$ cat config.mk
export PLATFORM = sky130hd
export DESIGN_NAME = readout_packet_deframer
export DESIGN_NICKNAME = d
export VERILOG_FILES = /design/src/sv/rpd_pkg.sv /design/src/sv/rpd_core.sv /design/src/sv/rpd_fifo.sv /design/src/sv/readout_packet_deframer.sv
export SDC_FILE = /design/constraint.sdc
export NUM_CORES = 1
export LEC_CHECK = 0
export BUFFER_PORTS_ARGS = -buffer_cell sky130_fd_sc_hd__clkbuf_2
export CAP_MARGIN = 20
export CORE_ASPECT_RATIO = 0.9
export CORE_MARGIN = 2
export CORE_UTILIZATION = 40
export DETAILED_ROUTE_END_ITERATION = 8
export GPL_ROUTABILITY_DRIVEN = 0
export GPL_TIMING_DRIVEN = 0
export PLACE_DENSITY = 0.67
export REMOVE_ABC_BUFFERS = 1
export SETUP_SLACK_MARGIN = 0.05
export SLEW_MARGIN = 30
export SYNTH_ARGS = -nofsm -noshare
export SYNTH_HDL_FRONTEND = slang
export SYNTH_HIERARCHICAL = 1
export SYNTH_SLANG_ARGS = --single-unit
$ cat constraint.sdc
create_clock -name clk_i -period 9.3 [get_ports clk_i]
set_clock_uncertainty 0.15 [all_clocks]
set_input_delay 1.86 -clock clk_i [delete_from_list [all_inputs] [get_ports clk_i]]
set_output_delay 1.86 -clock clk_i [all_outputs]
set_load 0.03 [all_outputs]
$ cat src/sv/rpd_pkg.sv
// rpd_pkg: shared types, constants and the sample decode function of the
// readout packet deframer; no dependencies
`default_nettype none

package rpd_pkg;

  localparam int unsigned DEF_NUM_ASICS   = 10;
  localparam int unsigned DEF_NUM_SAMPLES = 64;
  localparam int unsigned DEF_NUM_WINDOWS = 512;

  localparam int unsigned RES_DEPTH = 4;

  localparam logic [31:0] SYNC_WORD     = 32'h00be11e2;
  localparam logic [31:0] TYPE_WORD     = 32'h00000013;
  localparam logic [31:0] EVNT_TAG      = 32'h65766e74;
  localparam logic [7:0]  WIN_PREFIX    = 8'hFE;
  localparam logic [7:0]  SAMPLE_PREFIX = 8'hBD;

  localparam logic [31:0] RST_BOARD_ID       = 32'h00a3002c;
  localparam logic [31:0] RST_FORMAT_VERSION = 32'h20121128;

  localparam logic [1:0] CFG_DECODE_GRAY    = 2'd0;
  localparam logic [1:0] CFG_BOARD_ID       = 2'd1;
  localparam logic [1:0] CFG_FORMAT_VERSION = 2'd2;

  localparam logic [1:0] KIND_SAMPLE  = 2'd0;
  localparam logic [1:0] KIND_INVALID = 2'd1;
  localparam logic [1:0] KIND_CLOSE   = 2'd2;

  typedef struct packed {
    logic [1:0]  kind;
    logic        last;
    logic [31:0] event_number;
    logic        event_known;
    logic [3:0]  asic_field;
    logic [3:0]  channel;
    logic [1:0]  window_in_group;
    logic [6:0]  sample_index;
    logic [11:0] sample_value;
    logic [8:0]  dig_window;
    logic [8:0]  write_window;
  } result_t;

  typedef struct packed {
    logic [1:0] cnt;
    result_t    r0;
    result_t    r1;
  } push_t;

  function automatic logic [11:0] gray_decode(input logic [11:0] v);
    logic [11:0] res;
    logic        b;
    b       = ~v[11];
    res     = '0;
    res[11] = b;
    for (int k = 10; k >= 1; k--) begin
      b      = b ^ ~(v[k+1] ^ v[k]);
      res[k] = b;
    end
    res[0] = ~v[0];
    return res;
  endfunction

endpackage

`default_nettype wire

$ cat src/sv/rpd_core.sv
// rpd_core: header matching, window/event state and result building for one
// accepted beat per cycle; depends on rpd_pkg
`default_nettype none

module rpd_core
  import rpd_pkg::*;
#(
  parameter int unsigned NUM_ASICS   = DEF_NUM_ASICS,
  parameter int unsigned NUM_SAMPLES = DEF_NUM_SAMPLES,
  parameter int unsigned NUM_WINDOWS = DEF_NUM_WINDOWS
) (
  input  wire logic        clk_i,
  input  wire logic        rst_ni,
  input  wire logic        cfg_we_i,
  input  wire logic [1:0]  cfg_index_i,
  input  wire logic [31:0] cfg_data_i,
  input  wire logic        accept_i,
  input  wire logic        cmd_i,
  input  wire logic [31:0] word_i,
  output push_t            push_o
);

  typedef enum logic [2:0] {
    HUNT, GOT_SYNC, GOT_TYPE, GOT_TAG, GOT_BOARD, GOT_VER, GOT_W5, GOT_W6
  } mpos_e;

  mpos_e       mpos_q, mpos_d;
  logic        body_q, body_d;
  logic [31:0] h5_q, h5_d, h6_q, h6_d;
  logic [31:0] ev_q, ev_d;
  logic        seen_q, seen_d;
  logic [8:0]  dig_q, dig_d, wr_q, wr_d;
  logic [3:0]  asic_q, asic_d;
  logic        gray_q;
  logic [31:0] board_q, ver_q;
  push_t       push;

  function automatic result_t mk_close(input logic [31:0] ev, input logic seen);
    result_t r;
    r              = '0;
    r.kind         = KIND_CLOSE;
    r.event_number = ev;
    r.event_known  = seen;
    return r;
  endfunction

  function automatic result_t mk_sample(input logic [31:0] w, input logic [8:0] dig,
                                        input logic [8:0] wr, input logic [3:0] asic,
                                        input logic [31:0] ev, input logic seen,
                                        input logic gray);
    result_t r;
    logic    ok;
    r                 = '0;
    ok = ({1'b0, dig} < 10'(NUM_WINDOWS)) && (asic != 4'd0) &&
         ({1'b0, asic - 4'd1} <= 5'(NUM_ASICS)) &&
         ({1'b0, w[18:12]} < 8'(NUM_SAMPLES));
    r.kind            = ok ? KIND_SAMPLE : KIND_INVALID;
    r.event_number    = ev;
    r.event_known     = seen;
    r.asic_field      = asic;
    r.channel         = w[22:19];
    r.window_in_group = w[18:17];
    r.sample_index    = w[18:12];
    r.sample_value    = gray ? gray_decode(w[11:0]) : w[11:0];
    r.dig_window      = dig;
    r.write_window    = wr;
    return r;
  endfunction

  function automatic mpos_e restart(input logic [31:0] w);
    return (w == SYNC_WORD) ? GOT_SYNC : HUNT;
  endfunction

  always_comb begin
    mpos_d   = mpos_q;
    body_d   = body_q;
    h5_d     = h5_q;
    h6_d     = h6_q;
    ev_d     = ev_q;
    seen_d   = seen_q;
    dig_d    = dig_q;
    wr_d     = wr_q;
    asic_d   = asic_q;
    push.cnt = 2'd0;
    push.r0  = mk_close(ev_q, seen_q);
    push.r1  = mk_close(ev_q, seen_q);
    if (cmd_i) begin
      mpos_d   = HUNT;
      body_d   = 1'b0;
      push.cnt = 2'd1;
    end else if (body_q && word_i[31:24] == SAMPLE_PREFIX) begin
      push.r0  = mk_sample(word_i, dig_q, wr_q, asic_q, ev_q, seen_q, gray_q);
      push.cnt = 2'd1;
    end else begin
      body_d = 1'b0;
      unique case (body_q ? HUNT : mpos_q)
        HUNT:      mpos_d = restart(word_i);
        GOT_SYNC:  mpos_d = (word_i == TYPE_WORD) ? GOT_TYPE : restart(word_i);
        GOT_TYPE:  mpos_d = (word_i == EVNT_TAG) ? GOT_TAG : restart(word_i);
        GOT_TAG:   mpos_d = (word_i == board_q) ? GOT_BOARD : restart(word_i);
        GOT_BOARD: mpos_d = (word_i == ver_q) ? GOT_VER : restart(word_i);
        GOT_VER: begin
          h5_d   = word_i;
          mpos_d = GOT_W5;
        end
        GOT_W5: begin
          h6_d   = word_i;
          mpos_d = GOT_W6;
        end
        GOT_W6: begin
          mpos_d = HUNT;
          if (word_i == EVNT_TAG) begin
            if (!seen_q) begin
              seen_d = 1'b1;
              ev_d   = h5_q;
            end else if (h5_q != ev_q) begin
              push.cnt = 2'd1;
              ev_d     = h5_q;
            end
          end else if (h5_q[31:24] == WIN_PREFIX) begin
            dig_d  = h5_q[8:0];
            wr_d   = h5_q[17:9];
            asic_d = h5_q[23:20];
            if (h6_q[31:24] == SAMPLE_PREFIX) begin
              push.r0 = mk_sample(h6_q, h5_q[8:0], h5_q[17:9], h5_q[23:20],
                                  ev_q, seen_q, gray_q);
              if (word_i[31:24] == SAMPLE_PREFIX) begin
                push.r1  = mk_sample(word_i, h5_q[8:0], h5_q[17:9], h5_q[23:20],
                                     ev_q, seen_q, gray_q);
                push.cnt = 2'd2;
                body_d   = 1'b1;
              end else begin
                push.cnt = 2'd1;
                mpos_d   = restart(word_i);
              end
            end else begin
              mpos_d = restart(word_i);
            end
          end else begin
            mpos_d = restart(word_i);
          end
        end
        default: mpos_d = HUNT;
      endcase
    end
    push.r0.last = (push.cnt == 2'd1);
    push.r1.last = 1'b1;
  end

  always_ff @(posedge clk_i or negedge rst_ni) begin
    if (!rst_ni) begin
      mpos_q  <= HUNT;
      body_q  <= 1'b0;
      ev_q    <= '0;
      seen_q  <= 1'b0;
      dig_q   <= '0;
      wr_q    <= '0;
      asic_q  <= '0;
      gray_q  <= 1'b0;
      board_q <= RST_BOARD_ID;
      ver_q   <= RST_FORMAT_VERSION;
    end else begin
      if (accept_i) begin
        mpos_q <= mpos_d;
        body_q <= body_d;
        ev_q   <= ev_d;
        seen_q <= seen_d;
        dig_q  <= dig_d;
        wr_q   <= wr_d;
        asic_q <= asic_d;
      end
      if (cfg_we_i) begin
        unique case (cfg_index_i)
          CFG_DECODE_GRAY:    gray_q  <= cfg_data_i[0];
          CFG_BOARD_ID:       board_q <= cfg_data_i;
          CFG_FORMAT_VERSION: ver_q   <= cfg_data_i;
          default: ;
        endcase
      end
    end
  end

  // held header words
  always_ff @(posedge clk_i) begin
    if (accept_i) begin
      h5_q <= h5_d;
      h6_q <= h6_d;
    end
  end

  assign push_o = accept_i ? push : '{cnt: 2'd0, r0: push.r0, r1: push.r1};

endmodule

`default_nettype wire

$ cat src/sv/rpd_fifo.sv
// rpd_fifo: small result queue taking up to two results per cycle and
// handing out one per beat; depends on rpd_pkg
`default_nettype none

module rpd_fifo
  import rpd_pkg::*;
(
  input  wire logic    clk_i,
  input  wire logic    rst_ni,
  input  wire push_t   push_i,
  output logic         full_o,
  output logic         valid_o,
  input  wire logic    pop_i,
  output result_t      data_o
);

  localparam int unsigned AW = $clog2(RES_DEPTH);
  localparam int unsigned CW = $clog2(RES_DEPTH + 1);

  result_t         mem_q [RES_DEPTH];
  logic [AW-1:0]   wptr_q, rptr_q;
  logic [CW-1:0]   count_q;
  logic            pop;

  assign valid_o = (count_q != '0);
  assign pop     = pop_i && valid_o;
  assign full_o  = (count_q > CW'(RES_DEPTH - 2));
  assign data_o  = mem_q[rptr_q];

  always_ff @(posedge clk_i or negedge rst_ni) begin
    if (!rst_ni) begin
      wptr_q  <= '0;
      rptr_q  <= '0;
      count_q <= '0;
    end else begin
      wptr_q  <= wptr_q + AW'(push_i.cnt);
      rptr_q  <= rptr_q + AW'(pop);
      count_q <= count_q + CW'(push_i.cnt) - CW'(pop);
    end
  end

  always_ff @(posedge clk_i) begin
    if (push_i.cnt != 2'd0) begin
      mem_q[wptr_q] <= push_i.r0;
    end
    if (push_i.cnt == 2'd2) begin
      mem_q[wptr_q + AW'(1)] <= push_i.r1;
    end
  end

endmodule

`default_nettype wire

$ cat src/sv/readout_packet_deframer.sv
// readout_packet_deframer: top level of the readout stream deframer
// depends on rpd_pkg, rpd_core and rpd_fifo
//
//  channel  direction  handshake            payload
//  in       sink       in_valid/in_stall    cmd, word
//  out      source     out_valid/out_stall  kind, last, event and sample fields
//  cfg      sink       cfg_valid/cfg_ready  index, data
//
// one input beat per cycle while in_stall is low; each beat is decoded in the cycle it is taken
// results are queued in a four-entry buffer and leave one per beat
// a beat that yields two results hands them out one after the other
// in_stall rises only when fewer than two queue entries are free
// reset returns framing to hunting and clears the event state
`default_nettype none

module readout_packet_deframer
  import rpd_pkg::*;
#(
  parameter int unsigned NUM_ASICS   = DEF_NUM_ASICS,
  parameter int unsigned NUM_SAMPLES = DEF_NUM_SAMPLES,
  parameter int unsigned NUM_WINDOWS = DEF_NUM_WINDOWS
) (
  input  wire logic        clk_i,
  input  wire logic        rst_ni,
  input  wire logic        cfg_valid_i,
  output logic             cfg_ready_o,
  input  wire logic [1:0]  cfg_index_i,
  input  wire logic [31:0] cfg_data_i,
  input  wire logic        in_valid_i,
  output logic             in_stall_o,
  input  wire logic        in_cmd_i,
  input  wire logic [31:0] in_word_i,
  output logic             out_valid_o,
  input  wire logic        out_stall_i,
  output logic [1:0]       out_kind_o,
  output logic             out_last_o,
  output logic [31:0]      out_event_number_o,
  output logic             out_event_known_o,
  output logic [3:0]       out_asic_field_o,
  output logic [3:0]       out_channel_o,
  output logic [1:0]       out_window_in_group_o,
  output logic [6:0]       out_sample_index_o,
  output logic [11:0]      out_sample_value_o,
  output logic [8:0]       out_dig_window_o,
  output logic [8:0]       out_write_window_o
);

  push_t   push;
  result_t res;
  logic    full;
  logic    accept;

  assign cfg_ready_o = 1'b1;
  assign in_stall_o  = full;
  assign accept      = in_valid_i && !full;

  rpd_core #(
    .NUM_ASICS   (NUM_ASICS),
    .NUM_SAMPLES (NUM_SAMPLES),
    .NUM_WINDOWS (NUM_WINDOWS)
  ) u_core (
    .clk_i       (clk_i),
    .rst_ni      (rst_ni),
    .cfg_we_i    (cfg_valid_i),
    .cfg_index_i (cfg_index_i),
    .cfg_data_i  (cfg_data_i),
    .accept_i    (accept),
    .cmd_i       (in_cmd_i),
    .word_i      (in_word_i),
    .push_o      (push)
  );

  rpd_fifo u_fifo (
    .clk_i   (clk_i),
    .rst_ni  (rst_ni),
    .push_i  (push),
    .full_o  (full),
    .valid_o (out_valid_o),
    .pop_i   (!out_stall_i),
    .data_o  (res)
  );

  assign out_kind_o            = res.kind;
  assign out_last_o            = res.last;
  assign out_event_number_o    = res.event_number;
  assign out_event_known_o     = res.event_known;
  assign out_asic_field_o      = res.asic_field;
  assign out_channel_o         = res.channel;
  assign out_window_in_group_o = res.window_in_group;
  assign out_sample_index_o    = res.sample_index;
  assign out_sample_value_o    = res.sample_value;
  assign out_dig_window_o      = res.dig_window;
  assign out_write_window_o    = res.write_window;

endmodule

`default_nettype wire
# Word level (Yosys, flattened, before mapping)
# Memory sizes are Yosys's and may differ from the RTL's.
# Index checks and enable logic that the tools add are counted.
word_totals:
  register_bits: 195
  mem_bits_rw: 332
  output_inout_bits: 86
  word_cells: 187
  mem_count: 1
mem_list:
  columns: ["name", "depth", "width", "rd", "rd_clocked_by_memory_dff", "write_ports", "line_no", "rtl"]
  rows:
  - ["u_fifo.mem_q", 4, 83, 1, 0, 2, "rpd_fifo.sv:20", "result_t mem_q [RES_DEPTH];"]
op_classes:
  add_sub_neg: 7
  n_lt_le_gt_ge: 5
  n_eq_ne: 22
  mux: 45
  bitwise: 67
  reduce_logical: 25
ops:
  columns: ["operator", "count"]
  rows:
  - ["$mux 168", 4]
  - ["$mux 166", 2]
  - ["$mux 83", 2]
  - ["$mux 85", 1]
  - ["$eq 32x32->1", 2]
  - ["$mux 32", 2]
  - ["$xor 1x1->1", 40]
  - ["$eq 32x24->1 const B", 1]
  - ["$eq 32x31->1 const B", 1]
  - ["$eq 32x5->1 const B", 1]
  - ["$ne 32x32->1", 1]
  - ["$mux 3", 9]
  - ["$not 1->1", 27]
  - ["$eq 8x8->1 const B", 3]
  - ["$mux 12", 2]
  - ["$pmux 3 s8", 1]
  - ["$mux 1", 16]
  - ["$lt 7x7->1 const B", 2]
  - ["$eq 3x3->1 const B", 4]
  - ["$mux 2", 6]
  - ["$reduce_and 6->1", 2]
  - ["$le 4x4->1 const B", 2]
  - ["$logic_and 1x1->1", 8]
  - ["$reduce_and 2->1", 4]
  - ["20 further kinds", 28]

# Logic depth before layout (Yosys ltp)
# Gate-level depths: netlist (run 1).
logic_depth:
  ltp_word: 25
  depth_mapped: 15
  mapped_depth_nobuf: 14

# By module
# The synthesis (run 1) kept the hierarchy.
modules_own_cells:
  columns: ["module", "instances", "cells_per_inst", "area_per_inst_um2", "seq_area_each_um2"]
  rows:
  - ["rpd_fifo", 1, 845, 16985.0, 10144.7]
  - ["rpd_core", 1, 820, 10014.6, 5012.3]
  - ["readout_packet_deframer", 1, 4, 28.8, 0.0]

# Worst setup path after synthesis (run 1)
# OpenSTA, ideal clock, no wires.
synth_timing:
  kind: "input-to-reg"
  startpoint: "input port in_word_i[3]"
  endpoint: "memory u_fifo/mem_q[0][0] (netlist bit), enable pin"
  setup_ns: 0.639
  t_arrival_ns: 9.559
  required_ns: 8.511
  slack_ns: -1.048
  cell_stages: 12
  path_buffers: 1
  cell_sequence: "clkbuf_1 > inv_1 > ha_1 > and4_1 > nand2_1 > nor4_1 > and2_1 > nand3_1 > o211ai_1 > and2_1 > o21bai_1 > o21ai_0"
synth_rtl:
  columns: ["item", "line_no", "rtl"]
  rows:
  - ["start, declared", "readout_packet_deframer.sv:32", "input wire logic [31:0] in_word_i,"]
  - ["end, declared", "rpd_fifo.sv:20", null]

==> impl_metrics.ini, run 1 <==
[power]
p_switching_uw = 2240
p_sw_share_pct = 32.1
total_power_uw = 6990
p_per_area_nw_per_um2 = 224
peakVddDrop_mv = 0.152
total_leakage_power_uw = 0.0117
p_comb_share_pct = 28.3
proportion_of_power_drawn_by_flip_flops_and_latches_pct = 40.9
pwr-share-clk_pct = 30.9
cellInternalPower_uw = 4750

[final_layout]
share_of_post_route_cells_with_drive_strength_above_1_pct = 46.0
fillers = 5674
finish.instance_area_sq_um = 31200
syn2layout_area_growth_pct = 15.4
finish.net_count = 1909
final-instance-count-excl-fill = 2738

[detailed_routing]
drc_errors_left = 0
drt-wirelength-per-cell_microns = 24.7
finalWirelength_mm = 67.5
drt_first_pass_iters = 5
dr.first_iter.drc_count = 1233
detail-route-antenna-nets = 0
number_of_vias_in_the_routed_layout = 15016
route.detailed.vias_per_inst = 5.48

[timing]
fin_setup_tns_ns = 0
achievable-frequency_mhz = 166
slew_violations = 0
rsz0062_at_grt = false
layout_worst_path_cycle_share_pct = 64.8
post-route-min-period_ns = 6.02
count_of_final_hold_check_violations = 0
worstMarginPinSlew_ns = 0.833
slew-limit-headroom_pct = 44.4
final.setup.worst_slack_ns = 3.28
timing.final.setup_violations = 0

[place]
detailed_place_hpwl_mm = 46.9
post_dp_cell_area_sq_um = 29400
dp_cells = 2634
dp_slack_ns = 2.68
port-buffer-count = 156

[setup_path]
crit_path_max_incr_delay_ns = 0.59
cells_along_the_critical_path = clkbuf_2, inv_1, ha_1, and4_1, nand4_1, o311ai_2, inv_1, and3_2, and2_1, nor4b_4, buf_4, buf_4, buf_4, buf_4, mux2_2
timing.critical_path.mode_cell = buf_4
cp-start-kind = primary input
worst-path-buf-inv = 7
endpoint_kind = register
critical_path_peak_fanout = 16
timing.critical_path.required_ns = 9.51
cp_top_family = simple AND/OR/NAND/NOR gates
critical_path_start_end_classification = primary input to register
worstPathArrival_ns = 6.23
worst_path_slowest_cell = nor4b_4

[clock_tree]
cts-root-buf = clkbuf_16
htreeDepth = 2
clk-insertion-delay-late_ns = 0.62
cts.clk_slew.worst_paths_ns = 0.06
cts_setup_buffers = 0
post_cts_resized = 0
tritoncts_clock_tree = done
clk_path_buf_depth = 3
cts_hold_repair.buffers = 0
clock-sinks = 526
cts-buffers-inserted = 54

[synthesis]
ys_warn_count = 6
synth_enable_flop_cells = 395
synthesis.instances = 1669
syn_area_per_cell_sq_um = 16.2
synthMostInstantiatedCell = edfxtp_1
synth-async-reset-ratio_pct = 24.9
synth_cell_type_count = 72
synth.largest_area_cell = edfxtp_1
post_synth_instance_area_sq_um = 27000
dominantRegCellSynth = edfxtp_1
synth_seq_cells = 526
post_synth_most_frequent_cells = 395 x edfxtp_1, 286 x mux2_2, 130 x mux2_4
most_area_consuming_cells_after_synthesis = edfxtp_1 44%, mux2_2 12%, dfrtp_1 11%
area_share_of_the_largest_cell_type_after_synthesis_pct = 43.9
ys_seq_area_share_pct = 56.1

[grt]
overflow = 0
antenna_found_initial = 9
grt_max_degree = 50
number_of_global_route_vias_before_repair = 15902
grt_pass1_wl_mm = 102
grt_use_total_pct = 19.5

[die]
core_box_area_sq_um = 67000
die_y_microns = 251
ios = 158
floorplan.initialDensity_pct = 40.3
core.rowCount = 90
fp.dieW_microns = 278
die_area_sq_um = 69700

[worst_hold_path]
min-delay-path-class = register to register

[job]
cap_violations = 0

[status]
status = finished, final reports clean
-- logic make-up (layout without fill, tap and decap cells) --
| family | Yosys count | in the layout | synth area share (%) |
|---|---|---|---|
| multiplexers | 537 | 537 | 27.6 |
| flip-flops | 526 | 526 | 56.1 |
| AND/OR/NAND/NOR | 189 | 189 | 4.05 |
| buffers and inverters | 165 | 358 | 3.96 |
| XOR/XNOR | 129 | 129 | 4.40 |
| AO/OA/AOI/OAI | 100 | 100 | 2.87 |
| adder cells (fa/ha/maj) | 21 | 21 | 1.00 |
| other | 2 | 4 | 0.0278 |
-- placed cells by master, fill, tap and decap left out, drive strengths merged, types with 13 or more instances in the layout --
| cell type | instances |
|---|---|
| o21ai | 18 |
| nor4 | 15 |
| mux4 | 83 |
| edfxtp | 395 |
| nor2 | 33 |
| nand4 | 24 |
| mux2 | 451 |
| xnor2 | 91 |
| dfrtp | 117 |
| clkbuf | 239 |
| a22o | 31 |
| nand2 | 31 |
| and2 | 36 |
| ha | 20 |
| xor2 | 35 |
| buf | 78 |
| inv | 25 |
| clkinv | 13 |
| dfstp | 14 |
-- sequential cells by signal (all words and copies together) (netlist names) --
| signal | cells |
|---|---|
| u_core/gray_q | 1 |
| u_core/mpos_q | 3 |
| u_core/dig_q | 9 |
| u_core/body_q | 1 |
| u_core/ver_q | 32 |
| u_core/asic_q | 4 |
| u_core/h5_q | 32 |
| u_core/h6_q | 31 |
| u_core/ev_q | 32 |
| u_core/wr_q | 9 |
| u_core/seen_q | 1 |
| u_fifo/count_q | 3 |
| u_core/board_q | 32 |
| u_fifo/wptr_q | 2 |
| u_fifo/mem_q | 332 |
| u_fifo/rptr_q | 2 |
-- worst reg2reg max path, delay by kind of cell (launching register included) --
kind,cells,cell delay [ns]
muxes,1,0.36
DFF,1,0.49
buffers and inverters,5,1.19
AOI/OAI and AO/OA,1,0.38
and+or+nand+nor,5,2.46
-- layer usage --
| layer | up-vias | part of all wire, % | global-route usage (%) |
|---|---|---|---|
| li1 | 6693 | - | - |
| met1 | 7770 | 45 | 27.3 |
| met2 | 453 | 48 | 31.8 |
| met3 | 92 | 5.5 | 3.10 |
| met4 | 8 | 2.0 | 4.93 |
| met5 | - | 0.067 | 0 |
-- metrics by stage --
step                hold slack (ns)  util, %
detailed placement            0.346     43.9
CTS                           0.360     46.5
global placement              0.337     41.7
finish                        0.359     46.6
floorplan                     0.330        -
global route                  0.368     46.6
-- path summary, 6_finish.rpt --
check | startpoint | slack [ns] | cells after the start | to
worst min-delay path | u_core/wr_q[6] | 0.36 | 1 | u_core/wr_q[6]
max in group asynchronous | rst_ni | 7.07 | 3 | u_core/board_q[5]
worst max register to register | u_core/h5_q[24] | 4.03 | 12 | u_fifo/mem_q[1][55]
min in group asynchronous | rst_ni | 1.01 | 1 | u_core/ver_q[14]
worst min register to register | u_core/wr_q[6] | 0.36 | 1 | u_core/wr_q[6]
worst max-delay path | in_word_i[3] | 3.28 | 15 | u_fifo/mem_q[1][55]
-- cell type report --
| type | count | area, sq um | area share, % |
|---|---|---|---|
| tap | 874 | 1090 | 3.51 |
| multi-input combinational | 978 | 10900 | 34.9 |
| antenna | 2 | 5.00 | 0.0160 |
| inverter | 22 | 82.6 | 0.265 |
| sequential | 526 | 15200 | 48.6 |
| clock inverter | 19 | 164 | 0.525 |
| timing repair buffer | 234 | 2210 | 7.09 |
| clock buffer | 83 | 1590 | 5.11 |
-- power by group through the flow --
stage               Sequential (uW)  Combinational (uW)  Clock [uW]
floorplan                      2960                1260           0
global placement               3100                1860           0
detailed placement             2900                2030           0
CTS                            2860                2030        2200
global route                   2880                2100        2290
finish                         2850                1980        2160
Note: power is estimated with default switching activity, not from simulation.
==> inputs of run 2 (changes only) <==
--- a/config.mk
+++ b/config.mk
@@ -13,7 +13,7 @@
 export DETAILED_ROUTE_END_ITERATION = 8
 export GPL_ROUTABILITY_DRIVEN = 0
 export GPL_TIMING_DRIVEN = 0
-export PLACE_DENSITY = 0.67
+export PLACE_DENSITY = 0.69
 export REMOVE_ABC_BUFFERS = 1
 export SETUP_SLACK_MARGIN = 0.05
 export SLEW_MARGIN = 30
==> constraint.sdc (replaced) <==
create_clock -name clk_i -period 5.05 [get_ports clk_i]
set_clock_uncertainty 0.15 [all_clocks]
set_input_delay 1.01 -clock clk_i [delete_from_list [all_inputs] [get_ports clk_i]]
set_output_delay 1.01 -clock clk_i [all_outputs]
set_load 0.03 [all_outputs]
==> run 2 against run 1 <==
Compared with the run above:
- sequential power up 85%
- register-to-register slack got worse by 3.6 ns
- first-iteration DRC count grew 3.6%
- power is 83% higher
- die area did not move
- clock-buffer cell count is 15 lower
- setup slack lost 3.0 ns
==> impl_metrics.ini, run 2 (synthesis gave the netlist of run 1 again) <==
[clock_tree]
cts-root-buf = clkbuf_16
clk_path_buf_depth = 3
cts_hold_repair.buffers = 0
cts.clk_slew.worst_paths_ns = 0.06
htreeDepth = 2
cts-buffers-inserted = 52
clock-sinks = 526
clk-insertion-delay-late_ns = 0.62
tritoncts_clock_tree = done

[grt]
number_of_global_route_vias_before_repair = 15821
grt_pass1_wl_mm = 102
antenna_found_initial = 6
grt_use_total_pct = 19.3
overflow = 0
grt_max_degree = 67

[power]
total_leakage_power_uw = 0.0117
peakVddDrop_mv = 0.360
p_per_area_nw_per_um2 = 409
total_power_uw = 12800

[detailed_routing]
drt-wirelength-per-cell_microns = 24.6
finalWirelength_mm = 67.5
detail-route-antenna-nets = 0
dr.first_iter.drc_count = 1277
drt_first_pass_iters = 7
number_of_vias_in_the_routed_layout = 15161
route.detailed.vias_per_inst = 5.54
drc_errors_left = 0

[setup_path]
critical_path_peak_fanout = 9
reg2reg_setup_slack_ns = 0.42
r2r_start = u_core/ev_q[13]
endpoint_kind = register
cp-start-kind = primary input
timing.critical_path.required_ns = 5.25
setup.worst_path.end = u_fifo/mem_q[1][6]
count_of_cells_along_the_worst_register_to_register_path = 14
critical_path.startpoint = in_word_i[10]
regToRegEndpoint = u_fifo/mem_q[1][6]
worstPathArrival_ns = 5.02
critical_path_start_end_classification = primary input to register

[final_layout]
top_reg_by_flops = u_fifo/mem_q
layout.cells.most_common = edfxtp_1
leading_cell_types_in_the_layout_fill_and_taps_excluded = 395 x edfxtp_1, 286 x mux2_2, 155 x clkbuf_2
fillers = 5656
finish.instance_area_sq_um = 31300
finish.net_count = 1913
final-instance-count-excl-fill = 2738
largest_register_ff_count = 332
share_of_post_route_cells_with_drive_strength_above_1_pct = 46.7
syn2layout_area_growth_pct = 15.6

[timing]
slew_violations = 0
timing.final.setup_violations = 0
worstMarginPinSlew_ns = 0.905
rsz0062_at_grt = false
achievable-frequency_mhz = 208
post-route-min-period_ns = 4.81
layout_worst_path_cycle_share_pct = 95.3
slew-limit-headroom_pct = 39.6
holdWs_ns = 0.247
count_of_final_hold_check_violations = 0

[die]
core_box_area_sq_um = 67000
core.rowCount = 90
floorplan.initialDensity_pct = 40.3
die_y_microns = 251
fp.dieW_microns = 278
die_area_sq_um = 69700
ios = 158

[job]
cap_violations = 0

[place]
dp_cells = 2639
detailed_place_hpwl_mm = 47.0
post_dp_cell_area_sq_um = 29500
port-buffer-count = 156

[worst_hold_path]
min-delay-path-class = primary input to async pin

[status]
status = finished, final reports clean
==> run 2: cell count changes in the layout (fill, tap and decap cells not counted), sizes merged <==
cell and delta:
inv -2, clkinvlp +1, bufinv +2, buf +6
clkbuf -15, clkinv +8
==> run 2: how the worst min path moves through the flow <==
stage | start | end | slack [ns] | cells past startpoint
after CTS | rst_ni | u_core/ver_q[9] | 0.26 | 1
after floorplan | u_core/dig_q[0] | u_core/dig_q[0] | 0.33 | 1
after global placement | u_core/dig_q[3] | u_core/dig_q[3] | 0.34 | 1
after detailed placement | u_core/wr_q[8] | u_core/wr_q[8] | 0.34 | 1
final | rst_ni | u_core/ver_q[9] | 0.25 | 1
after global routing | rst_ni | u_core/ver_q[9] | 0.28 | 1
==> run 2: through the flow <==
| step | TNS [ns] | setup WS, ns | util [%] |
|---|---|---|---|
| 6_report | 0 | 0.237 | 46.7 |
| 5_1_grt | 0 | 0.0699 | 46.7 |
| 4_1_cts | 0 | 0.198 | 46.6 |
| 3_5_place_dp | -103.32 | -0.770 | 44.1 |
| 3_3_place_gp | -6143.20 | -24.23 | 41.7 |
| 2_1_floorplan | -1572.23 | -6.71 | - |
==> run 2: layout make-up <==
class | count | area, sq um | share of cell area [%]
Antenna cell | 2 | 5.00 | 0.0160
Clock buffer | 68 | 1430 | 4.58
Clock inverter | 28 | 256 | 0.821
Inverter | 22 | 82.6 | 0.264
Multi-Input combinational cell | 978 | 10900 | 34.9
Sequential cell | 526 | 15200 | 48.5
Tap cell | 874 | 1090 | 3.50
Timing Repair Buffer | 240 | 2310 | 7.38
==> run 2: power by group <==
part	total, uW	switching (uW)	internal (uW)
sequential	5260	272	4990
combinational	3650	2170	1480
clock	3870	1670	2200
total	12800	4110	8670
==> run 2: layer usage <==
layer / up-vias / track usage (%) / routed length [microns]
li1: 6702 / - / -
met1: 7847 / 26.3 / 29100
met2: 491 / 31.9 / 32700
met3: 115 / 3.44 / 3990
met4: 6 / 5.56 / 1640
met5: - / 0 / 35
==> run 2: worst max-delay path, cell delays in order <==
cell	delay, ns
clkbuf_2	0.37
ha_1	0.23
and4b_1	0.19
nand3_1	0.19
o311ai_4	0.50
o211ai_1	0.36
and2_2	0.40
nor4b_4	0.34
buf_4	0.26
buf_4	0.23
buf_4	0.21
buf_6	0.17
buf_6	0.17
mux2_2	0.35
==> run 2: timing repair <==
item | 4_1_cts | 5_1_grt
resized for setup | 4 | 3
pin swaps | 1 | 0
setup endpoints to repair | 33 | 73
setup buffers | 1 | 0
